$ cat src/hdl/onewire_master_slot_engine_top_macros.svh
// Assertion macros shared by the 1-Wire master slot engine RTL.
`ifndef ONEWIRE_MASTER_SLOT_ENGINE_TOP_MACROS_SVH
`define ONEWIRE_MASTER_SLOT_ENGINE_TOP_MACROS_SVH

// Check that a condition implies another in the same cycle.
`define OWM_ASSERT_NOW(label, clk, rst_n, ante, cons) \
  label: assert property (@(posedge clk) disable iff (!rst_n) (ante) |-> (cons)) \
    else $error("owm assertion failed");

// Check that a condition implies another in the next cycle.
`define OWM_ASSERT_NEXT(label, clk, rst_n, ante, cons) \
  label: assert property (@(posedge clk) disable iff (!rst_n) (ante) |=> (cons)) \
    else $error("owm assertion failed");

`endif

$ cat src/hdl/owm_pkg.sv
// Shared types and codes of the 1-Wire master slot engine.
`default_nettype none
package owm_pkg;

  localparam int OWM_TIMER_WIDTH = 12;
  localparam int CFG_W = 12;

  // Command codes on the action field
  localparam logic [2:0] ACT_TICK  = 3'd0;
  localparam logic [2:0] ACT_RESET = 3'd1;
  localparam logic [2:0] ACT_WBYTE = 3'd2;
  localparam logic [2:0] ACT_RBYTE = 3'd3;
  localparam logic [2:0] ACT_WBIT  = 3'd4;
  localparam logic [2:0] ACT_RBIT  = 3'd5;
  localparam logic [2:0] ACT_CONV  = 3'd6;
  localparam logic [2:0] ACT_TICK2 = 3'd7;

  // Engine modes, sharing the command encoding
  localparam logic [2:0] MODE_IDLE  = 3'd0;
  localparam logic [2:0] MODE_RESET = 3'd1;
  localparam logic [2:0] MODE_WBYTE = 3'd2;
  localparam logic [2:0] MODE_RBYTE = 3'd3;
  localparam logic [2:0] MODE_WBIT  = 3'd4;
  localparam logic [2:0] MODE_RBIT  = 3'd5;
  localparam logic [2:0] MODE_CONV  = 3'd6;

  // Line drive codes
  localparam logic [1:0] LINE_REL  = 2'd0;
  localparam logic [1:0] LINE_LOW  = 2'd1;
  localparam logic [1:0] LINE_HIGH = 2'd2;

  // Configuration register indexes
  localparam logic [2:0] CFG_RESET_LOW     = 3'd0;
  localparam logic [2:0] CFG_PRESENCE_SMP  = 3'd1;
  localparam logic [2:0] CFG_RESET_SLOT    = 3'd2;
  localparam logic [2:0] CFG_WRITE_LOW     = 3'd3;
  localparam logic [2:0] CFG_WRITE_RELEASE = 3'd4;
  localparam logic [2:0] CFG_WRITE_SLOT    = 3'd5;
  localparam logic [2:0] CFG_READ_SAMPLE   = 3'd6;
  localparam logic [2:0] CFG_READ_SLOT     = 3'd7;

  // Fixed slot points in microseconds
  localparam int RD_PULSE  = 2;
  localparam int CV_PULSE  = 2;
  localparam int CV_SAMPLE = 12;
  localparam int CV_SLOT   = 76;

  typedef struct packed {
    logic [CFG_W-1:0] reset_low_time;
    logic [CFG_W-1:0] presence_sample_time;
    logic [CFG_W-1:0] reset_slot_time;
    logic [CFG_W-1:0] write_low_time;
    logic [CFG_W-1:0] write_release_time;
    logic [CFG_W-1:0] write_slot_time;
    logic [CFG_W-1:0] read_sample_time;
    logic [CFG_W-1:0] read_slot_time;
  } owm_cfg_t;

  typedef struct packed {
    logic [2:0] mode;
    logic [2:0] bit_index;
    logic [7:0] shift_byte;
    logic       presence_flag;
    logic       seen_high;
    logic [1:0] line_state;
    logic       release_flag;
  } owm_state_t;

  typedef struct packed {
    logic [1:0] line_drive;
    logic       busy_res;
    logic       done_res;
    logic       presence_found;
    logic [7:0] read_data;
  } owm_res_t;

endpackage
`default_nettype wire

$ cat src/hdl/owm_cfg_regs.sv
// Timing register file of the 1-Wire master slot engine.
`default_nettype none
module owm_cfg_regs
  import owm_pkg::*;
(
  input  wire logic             clk,
  input  wire logic             rst_n,
  input  wire logic             wr_en,
  input  wire logic [2:0]       wr_index,
  input  wire logic [CFG_W-1:0] wr_data,
  output owm_cfg_t              cfg
);

  owm_cfg_t cfg_r;
  owm_cfg_t cfg_nxt;

  // Decode the write index
  always_comb begin
    cfg_nxt = cfg_r;
    if (wr_en) begin
      case (wr_index)
        CFG_RESET_LOW:     cfg_nxt.reset_low_time       = wr_data;
        CFG_PRESENCE_SMP:  cfg_nxt.presence_sample_time = wr_data;
        CFG_RESET_SLOT:    cfg_nxt.reset_slot_time      = wr_data;
        CFG_WRITE_LOW:     cfg_nxt.write_low_time       = wr_data;
        CFG_WRITE_RELEASE: cfg_nxt.write_release_time   = wr_data;
        CFG_WRITE_SLOT:    cfg_nxt.write_slot_time      = wr_data;
        CFG_READ_SAMPLE:   cfg_nxt.read_sample_time     = wr_data;
        CFG_READ_SLOT:     cfg_nxt.read_slot_time       = wr_data;
        default:           cfg_nxt = cfg_r;
      endcase
    end
  end

  // Load defaults at reset
  always_ff @(posedge clk) begin
    if (!rst_n) begin
      cfg_r.reset_low_time       <= CFG_W'(550);
      cfg_r.presence_sample_time <= CFG_W'(630);
      cfg_r.reset_slot_time      <= CFG_W'(2180);
      cfg_r.write_low_time       <= CFG_W'(3);
      cfg_r.write_release_time   <= CFG_W'(60);
      cfg_r.write_slot_time      <= CFG_W'(164);
      cfg_r.read_sample_time     <= CFG_W'(16);
      cfg_r.read_slot_time       <= CFG_W'(166);
    end else begin
      cfg_r <= cfg_nxt;
    end
  end

  assign cfg = cfg_r;

endmodule
`default_nettype wire

$ cat src/hdl/owm_slot_step.sv
// Next-state and result logic for one item of the slot engine.
`default_nettype none
module owm_slot_step
  import owm_pkg::*;
#(
  parameter int TIMER_WIDTH = OWM_TIMER_WIDTH
) (
  input  wire owm_cfg_t          cfg,
  input  wire owm_state_t        st,
  input  wire logic [TIMER_WIDTH-1:0] tmr,
  input  wire logic [2:0]        action,
  input  wire logic [7:0]        write_data,
  input  wire logic              release_at_end,
  input  wire logic              line_sense,
  output owm_state_t             st_nxt,
  output logic [TIMER_WIDTH-1:0] tmr_nxt,
  output owm_res_t               res
);

  // Fit a register value to the timer width (modulo 2^TIMER_WIDTH)
  function automatic logic [TIMER_WIDTH-1:0] fit(input logic [CFG_W-1:0] v);
    logic [TIMER_WIDTH+CFG_W-1:0] ext;
    ext = {{TIMER_WIDTH{1'b0}}, v};
    return ext[TIMER_WIDTH-1:0];
  endfunction

  localparam logic [TIMER_WIDTH-1:0] T_RD_PULSE  = TIMER_WIDTH'(RD_PULSE);
  localparam logic [TIMER_WIDTH-1:0] T_CV_PULSE  = TIMER_WIDTH'(CV_PULSE);
  localparam logic [TIMER_WIDTH-1:0] T_CV_SAMPLE = TIMER_WIDTH'(CV_SAMPLE);
  localparam logic [TIMER_WIDTH-1:0] T_CV_SLOT   = TIMER_WIDTH'(CV_SLOT);

  logic [TIMER_WIDTH-1:0] t_inc;
  logic                   cur_bit;
  logic                   is_tick;
  logic                   done;
  logic [7:0]             rdata;

  assign t_inc   = (tmr == {TIMER_WIDTH{1'b1}}) ? tmr : tmr + 1'b1;
  assign cur_bit = st.shift_byte[st.bit_index];
  assign is_tick = (action == ACT_TICK) || (action == ACT_TICK2);

  always_comb begin
    st_nxt  = st;
    tmr_nxt = tmr;
    done    = 1'b0;
    rdata   = 8'd0;
    if (st.mode == MODE_IDLE || st.mode > MODE_CONV) begin
      // Start a command from idle; an out-of-range mode returns to idle
      st_nxt.mode = MODE_IDLE;
      if (action inside {[ACT_RESET:ACT_CONV]}) begin
        st_nxt.mode         = action;
        tmr_nxt             = '0;
        st_nxt.bit_index    = 3'd0;
        st_nxt.line_state   = LINE_LOW;
        st_nxt.release_flag = release_at_end;
        st_nxt.seen_high    = 1'b0;
        if (action == ACT_RESET) st_nxt.presence_flag = 1'b0;
        if (action == ACT_WBYTE) st_nxt.shift_byte = write_data;
        else if (action == ACT_WBIT) st_nxt.shift_byte = {7'd0, write_data[0]};
        else st_nxt.shift_byte = 8'd0;
      end
    end else if (is_tick) begin
      // Advance the slot timer and act on the slot points
      tmr_nxt = t_inc;
      case (st.mode)
        MODE_RESET: begin
          if (t_inc == fit(cfg.reset_low_time)) st_nxt.line_state = LINE_REL;
          if (t_inc == fit(cfg.presence_sample_time) && !line_sense)
            st_nxt.presence_flag = 1'b1;
          if (t_inc >= fit(cfg.reset_slot_time)) begin
            st_nxt.mode = MODE_IDLE;
            done        = 1'b1;
          end
        end
        MODE_WBYTE, MODE_WBIT: begin
          if (t_inc == fit(cfg.write_low_time) && cur_bit) st_nxt.line_state = LINE_HIGH;
          if (t_inc == fit(cfg.write_release_time)) st_nxt.line_state = LINE_HIGH;
          if (t_inc >= fit(cfg.write_slot_time)) begin
            if (st.mode == MODE_WBIT || st.bit_index == 3'd7) begin
              st_nxt.mode       = MODE_IDLE;
              done              = 1'b1;
              st_nxt.line_state = st.release_flag ? LINE_REL : LINE_HIGH;
            end else begin
              st_nxt.bit_index  = st.bit_index + 3'd1;
              tmr_nxt           = '0;
              st_nxt.line_state = LINE_LOW;
            end
          end
        end
        MODE_RBYTE, MODE_RBIT: begin
          if (t_inc == T_RD_PULSE) st_nxt.line_state = LINE_REL;
          if (t_inc == fit(cfg.read_sample_time) && line_sense)
            st_nxt.shift_byte[st.bit_index] = 1'b1;
          if (t_inc >= fit(cfg.read_slot_time)) begin
            if (st.mode == MODE_RBIT || st.bit_index == 3'd7) begin
              st_nxt.mode = MODE_IDLE;
              done        = 1'b1;
              rdata       = st_nxt.shift_byte;
            end else begin
              st_nxt.bit_index  = st.bit_index + 3'd1;
              tmr_nxt           = '0;
              st_nxt.line_state = LINE_LOW;
            end
          end
        end
        default: begin
          // Conversion wait: short read slots until a high sample
          if (t_inc == T_CV_PULSE) st_nxt.line_state = LINE_REL;
          if (t_inc == T_CV_SAMPLE && line_sense) st_nxt.seen_high = 1'b1;
          if (t_inc >= T_CV_SLOT) begin
            if (st_nxt.seen_high) begin
              st_nxt.mode = MODE_IDLE;
              done        = 1'b1;
            end else begin
              tmr_nxt           = '0;
              st_nxt.line_state = LINE_LOW;
            end
          end
        end
      endcase
    end
  end

  // Assemble the result item
  always_comb begin
    res.line_drive     = st_nxt.line_state;
    res.busy_res       = (st_nxt.mode != MODE_IDLE);
    res.done_res       = done;
    res.presence_found = st_nxt.presence_flag;
    res.read_data      = rdata;
  end

endmodule
`default_nettype wire

$ cat src/hdl/owm_out_stage.sv
// Result register with valid/ready handshake for the slot engine.
`default_nettype none
module owm_out_stage
  import owm_pkg::*;
(
  input  wire logic     clk,
  input  wire logic     rst_n,
  input  wire logic     load,
  input  wire owm_res_t res_in,
  input  wire logic     out_ready,
  output logic          out_valid,
  output logic          can_load,
  output owm_res_t      res_out
);

  logic     valid_r;
  logic     valid_nxt;
  owm_res_t res_r;

  // Take a new item when empty or when the held one leaves this cycle
  assign can_load  = !valid_r || out_ready;
  assign valid_nxt = load ? 1'b1 : (valid_r && !out_ready);

  always_ff @(posedge clk) begin
    if (!rst_n) begin
      valid_r <= 1'b0;
    end else begin
      valid_r <= valid_nxt;
    end
  end

  // Hold payload until replaced
  always_ff @(posedge clk) begin
    if (load) begin
      res_r <= res_in;
    end
  end

  assign out_valid = valid_r;
  assign res_out   = res_r;

endmodule
`default_nettype wire

$ cat src/hdl/onewire_master_slot_engine_top.sv
// Top level of the 1-Wire bus master slot engine.
//
//  channel | direction | handshake           | payload
//  in_     | input     | in_valid/in_ready   | action, write_data, release_at_end, line_sense
//  out_    | output    | out_valid/out_ready | line_drive, busy/done, presence_found, read_data
//  cfg_    | input     | cfg_valid/cfg_ready | cfg_index (3 b), cfg_data (12 b)
//
// The state registers and the result register load on the same edge the item is
// accepted, so one item per cycle is sustained unless a held result drops in_ready.
// Synchronous active-low reset idles the engine and loads the timing defaults.
// in_ready drops only while a result is held and out_ready is low.
// Configuration writes are always ready and take effect on the next item.
`default_nettype none
`include "onewire_master_slot_engine_top_macros.svh"
module onewire_master_slot_engine_top
  import owm_pkg::*;
#(
  parameter int TIMER_WIDTH = OWM_TIMER_WIDTH
) (
  input  wire logic             clk,
  input  wire logic             rst_n,
  input  wire logic             in_valid,
  output logic                  in_ready,
  input  wire logic [2:0]       in_action,
  input  wire logic [7:0]       in_write_data,
  input  wire logic             in_release_at_end,
  input  wire logic             in_line_sense,
  output logic                  out_valid,
  input  wire logic             out_ready,
  output logic [1:0]            out_line_drive,
  output logic                  out_busy_res,
  output logic                  out_done_res,
  output logic                  out_presence_found,
  output logic [7:0]            out_read_data,
  input  wire logic             cfg_valid,
  output logic                  cfg_ready,
  input  wire logic [2:0]       cfg_index,
  input  wire logic [CFG_W-1:0] cfg_data
);

  owm_cfg_t               cfg;
  owm_state_t             st_r;
  owm_state_t             st_nxt;
  logic [TIMER_WIDTH-1:0] tmr_r;
  logic [TIMER_WIDTH-1:0] tmr_nxt;
  owm_res_t               res;
  owm_res_t               res_q;
  logic                   can_load;
  logic                   in_fire;
  logic                   cmd_start;

  assign cfg_ready = 1'b1;
  assign in_ready  = can_load;
  assign in_fire   = in_valid && can_load;

  // Flag a command item taken while the engine is idle
  assign cmd_start = in_fire && (st_r.mode == MODE_IDLE) &&
                     (in_action != ACT_TICK) && (in_action != ACT_TICK2);

  owm_cfg_regs u_cfg (
    .clk      (clk),
    .rst_n    (rst_n),
    .wr_en    (cfg_valid && cfg_ready),
    .wr_index (cfg_index),
    .wr_data  (cfg_data),
    .cfg      (cfg)
  );

  owm_slot_step #(
    .TIMER_WIDTH (TIMER_WIDTH)
  ) u_step (
    .cfg            (cfg),
    .st             (st_r),
    .tmr            (tmr_r),
    .action         (in_action),
    .write_data     (in_write_data),
    .release_at_end (in_release_at_end),
    .line_sense     (in_line_sense),
    .st_nxt         (st_nxt),
    .tmr_nxt        (tmr_nxt),
    .res            (res)
  );

  // Advance engine state on each accepted item
  always_ff @(posedge clk) begin
    if (!rst_n) begin
      st_r.mode          <= MODE_IDLE;
      st_r.bit_index     <= 3'd0;
      st_r.shift_byte    <= 8'd0;
      st_r.presence_flag <= 1'b0;
      st_r.seen_high     <= 1'b0;
      st_r.line_state    <= LINE_REL;
      st_r.release_flag  <= 1'b0;
      tmr_r              <= '0;
    end else if (in_fire) begin
      st_r  <= st_nxt;
      tmr_r <= tmr_nxt;
    end
  end

  owm_out_stage u_out (
    .clk       (clk),
    .rst_n     (rst_n),
    .load      (in_fire),
    .res_in    (res),
    .out_ready (out_ready),
    .out_valid (out_valid),
    .can_load  (can_load),
    .res_out   (res_q)
  );

  assign out_line_drive     = res_q.line_drive;
  assign out_busy_res       = res_q.busy_res;
  assign out_done_res       = res_q.done_res;
  assign out_presence_found = res_q.presence_found;
  assign out_read_data      = res_q.read_data;

  // A finished command never reports busy
  `OWM_ASSERT_NOW(a_done_not_busy, clk, rst_n, out_valid && out_done_res, !out_busy_res)
  // Read data shows only on a done item
  `OWM_ASSERT_NOW(a_rdata_on_done, clk, rst_n, out_valid && (out_read_data != 8'd0), out_done_res)
  // A command accepted while idle starts the engine with a cleared timer
  `OWM_ASSERT_NEXT(a_cmd_starts, clk, rst_n, cmd_start, (st_r.mode != MODE_IDLE) && (tmr_r == '0))

endmodule
`default_nettype wire
$ cat config.mk
export PLATFORM = sky130hd
export DESIGN_NAME = onewire_master_slot_engine_top
export DESIGN_NICKNAME = d
export VERILOG_FILES = /design/src/hdl/owm_pkg.sv /design/src/hdl/owm_cfg_regs.sv /design/src/hdl/owm_slot_step.sv /design/src/hdl/owm_out_stage.sv /design/src/hdl/onewire_master_slot_engine_top.sv
export VERILOG_INCLUDE_DIRS = /design/src /design/src/hdl
export SDC_FILE = /design/constraint.sdc
export NUM_CORES = 1
export LEC_CHECK = 0
export ABC_AREA = 1
export BUFFER_PORTS_ARGS = -buffer_cell sky130_fd_sc_hd__buf_4
export CORE_ASPECT_RATIO = 0.7
export CORE_MARGIN = 2
export CORE_UTILIZATION = 48
export CTS_CLUSTER_SIZE = 25
export DETAILED_ROUTE_END_ITERATION = 12
export PLACE_DENSITY = 0.66
export SYNTH_ARGS = -nofsm -noshare
export SYNTH_HDL_FRONTEND = slang
export SYNTH_HIERARCHICAL = 1
export SYNTH_SLANG_ARGS = --single-unit
$ cat constraint.sdc
create_clock -name clk -period 5.7 [get_ports clk]
set_clock_uncertainty 0.15 [all_clocks]
set_input_delay 0.285 -clock clk [delete_from_list [all_inputs] [get_ports clk]]
set_output_delay 0.285 -clock clk [all_outputs]
set_load 0.05 [all_outputs]
==> reports/results.ini <==
[outcome]
outcome = finished, final reports clean

[place]
dpl_cell_area_mm2 = 0.00958
io_buffers = 47
gp_congestion = 0.935
dp.cells = 1689
place_ws_ns = 1.27
post-dp-hpwl_um = 19700

[grt]
grt_overflow = 0
grt_start_max_net_pins = 67
grt_pass1_vias = 8030
grt_pass1_wl_um = 44300
grt_usage_pct = 28.3
grt_antenna_before_repair = 0

[worst_setup_path]
endpoint_kind = register
path_class = reg -> reg
crit_start = tmr_r[0]
cp.required_ns = 5.91
cp.arrival_ns = 4.81
cp_max_fo = 21
worstSetupStartpointType = register
r2r_start = tmr_r[0]

[clock_tree]
path_clk_slew_ns = 0.06
ctsResizeCount = 0
numCtsBuffers = 17
cts_tree = done
clk_latency_ns = 0.43
hold_buffers = 7
cts_setup_buffers = 0
cts.sinks = 141
clk_path_buf_depth = 2
cts_root_buf = clkbuf_16
htreeDepth = 4

[route]
wirelength_um = 28300
routedWlPerCell_um = 16.3
drc = 0
ant_nets = 0
num_vias = 9259
drtIter0Drc = 911
first_pass_iters = 5
vias_per_cell = 5.36

[logic_synthesis]
yosysSeqAreaShare_pct = 32.1
syn_nets = 1522
ys_ff_latch = 141
netlist.area_leader.share_pct = 27.8
synth_top_cell_by_area = dfxtp_1
avgSynthCellArea_um2 = 6.36
synth_cell_type_count = 46
syn_inst = 1449
ys_warn_count = 6
synth_edf_count = 13
yosys-top-cells-count = nand2_1, nor2_1, inv_1
ys_top_cells_by_area = dfxtp_1, nand2_1, nor2_1
async_reset_ff_share_pct = 0
synth.most_common_cell = nand2_1
syn-cell-area_mm2 = 0.00921
synth-main-ff-cell = dfxtp_1

[hold_path]
hp-start = out_ready
hold_class = in -> reg

[timing]
max_slew_margin_pct = 24.0
setup-violations-final = 0
fin_crit_ns = 4.60
maxSlewViolCount = 0
rsz0062_at_grt = no
hold_violations = 0
fmax_mhz = 218
fin_hold_ws_ns = 0.0215
finalSetupTns_ns = 0
max_slew.worst_pin.slew_ns = 1.14
timing.final.crit_share_pct = 80.6
setup_ws_ns = 1.10

[floorplanning]
core_mm2 = 0.0189
die_area_mm2 = 0.0203
num_rows = 42
die_h_um = 120
io_pins = 49
fp.dieW_um = 170
start_util_pct = 48.8

[layout]
nets = 1546
area_growth_pct = 10.9
layout-drive-gt1-share_pct = 8.95
finalCoreUtilization_pct = 54.2
fillers = 1886
n_antenna_cell = 0
stdcell_count = 1728
fin_area_mm2 = 0.0102

[job]
maxCapViolations = 0

[pwr]
p_leak_nw = 4.93
peakVddDrop_uv = 189
p_per_area_mw_per_mm2 = 276
p_total_mw = 2.83

registers in the layout, summed over array words and instances, names as in the netlist:
register / flops
u_cfg/cfg: 96
st_r: 19
u_out/res_out: 13
tmr_r: 12
u_out/out_valid: 1
power breakdown:
group          internal (mW)  leakage [nW]  switching [mW]  total [mW]
logic                  0.197          3.48           0.434       0.631
registers               1.05          1.18          0.0460        1.10
clock network          0.629         0.271           0.468        1.10
total                   1.88          4.93           0.948        2.83
worst max-delay path, cell delays in order (launching register included):
cell,delay (ns)
dfxtp_1,0.49
ha_1,0.34
nand2_4,0.10
nor2_8,0.17
nand3_2,0.46
nand2_2,0.27
nand2_2,0.15
inv_1,0.32
ha_1,0.32
a21oi_1,0.14
o21ai_0,0.09
nand3_1,0.07
nand4_1,0.22
nand2_1,0.26
nand2_1,0.10
nand3_1,0.10
nand3_2,0.29
o21ai_0,0.27
nor2_1,0.07
nor2_1,0.13
cell usage in the layout (no fill, tap or decap), drive strengths merged:
| master | Yosys | final |
|---|---|---|
| nand2 | 411 | 411 |
| xor2 | 10 | 10 |
| clkinvlp | 0 | 3 |
| a32o | 1 | 1 |
| a2111oi | 1 | 1 |
| nand3b | 11 | 11 |
| dlygate4sd3 | 0 | 7 |
| o31ai | 1 | 1 |
| or2 | 7 | 7 |
| edfxtp | 13 | 13 |
| nor3 | 7 | 7 |
| conb | 1 | 1 |
| o2111ai | 1 | 1 |
| nand3 | 151 | 151 |
| o221ai | 1 | 1 |
| dfxtp | 128 | 128 |
| buf | 47 | 55 |
| o21a | 2 | 2 |
| a211oi | 3 | 3 |
| bufinv | 0 | 1 |
| xnor2 | 20 | 20 |
| ha | 40 | 40 |
| clkinv | 0 | 3 |
| o22ai | 13 | 13 |
| o41ai | 1 | 1 |
| a21oi | 41 | 41 |
| nand4 | 17 | 17 |
| clkbuf | 10 | 21 |
| nor2 | 285 | 285 |
| o21ai | 43 | 43 |
| inv | 171 | 175 |
| o211ai | 12 | 12 |
per-layer routing:
metal | part of all wire [%] | global-route usage (%)
met1 | 49 | 43.7
met4 | 1.8 | 6.89
met3 | 10 | 7.19
met2 | 39 | 38.8
met5 | 0 | 0
path summary, 6_finish.rpt:
kind | to | slack [ns] | cells past startpoint
hold / removal | u_out/out_valid | 0.02 | 4
setup reg to reg | tmr_r[2] | 1.10 | 19
setup / recovery | tmr_r[2] | 1.10 | 19
hold reg to reg | u_cfg/cfg[5] | 0.31 | 2
logic make-up after synthesis:
family                     synth area share [%]
DFF                                        32.1
and+or+nand+nor                            41.1
other                                    0.0407
adders and majority gates                  5.43
buffers and inverters                      10.8
xor gates and xnor gates                   2.93
AOI/OAI and AO/OA                          7.70
final cells by class:
cell class                 count  area, um2  area share (%)
clock inverter                11        109            1.06
timing repair buffer          62        483            4.73
sequential                   141       2950            28.9
clock buffer                  21        460            4.50
multi-input combinational   1080       5270            51.6
tap                          242        303            2.96
inverter                     171        642            6.28
Power figures use the tool's default switching activity.
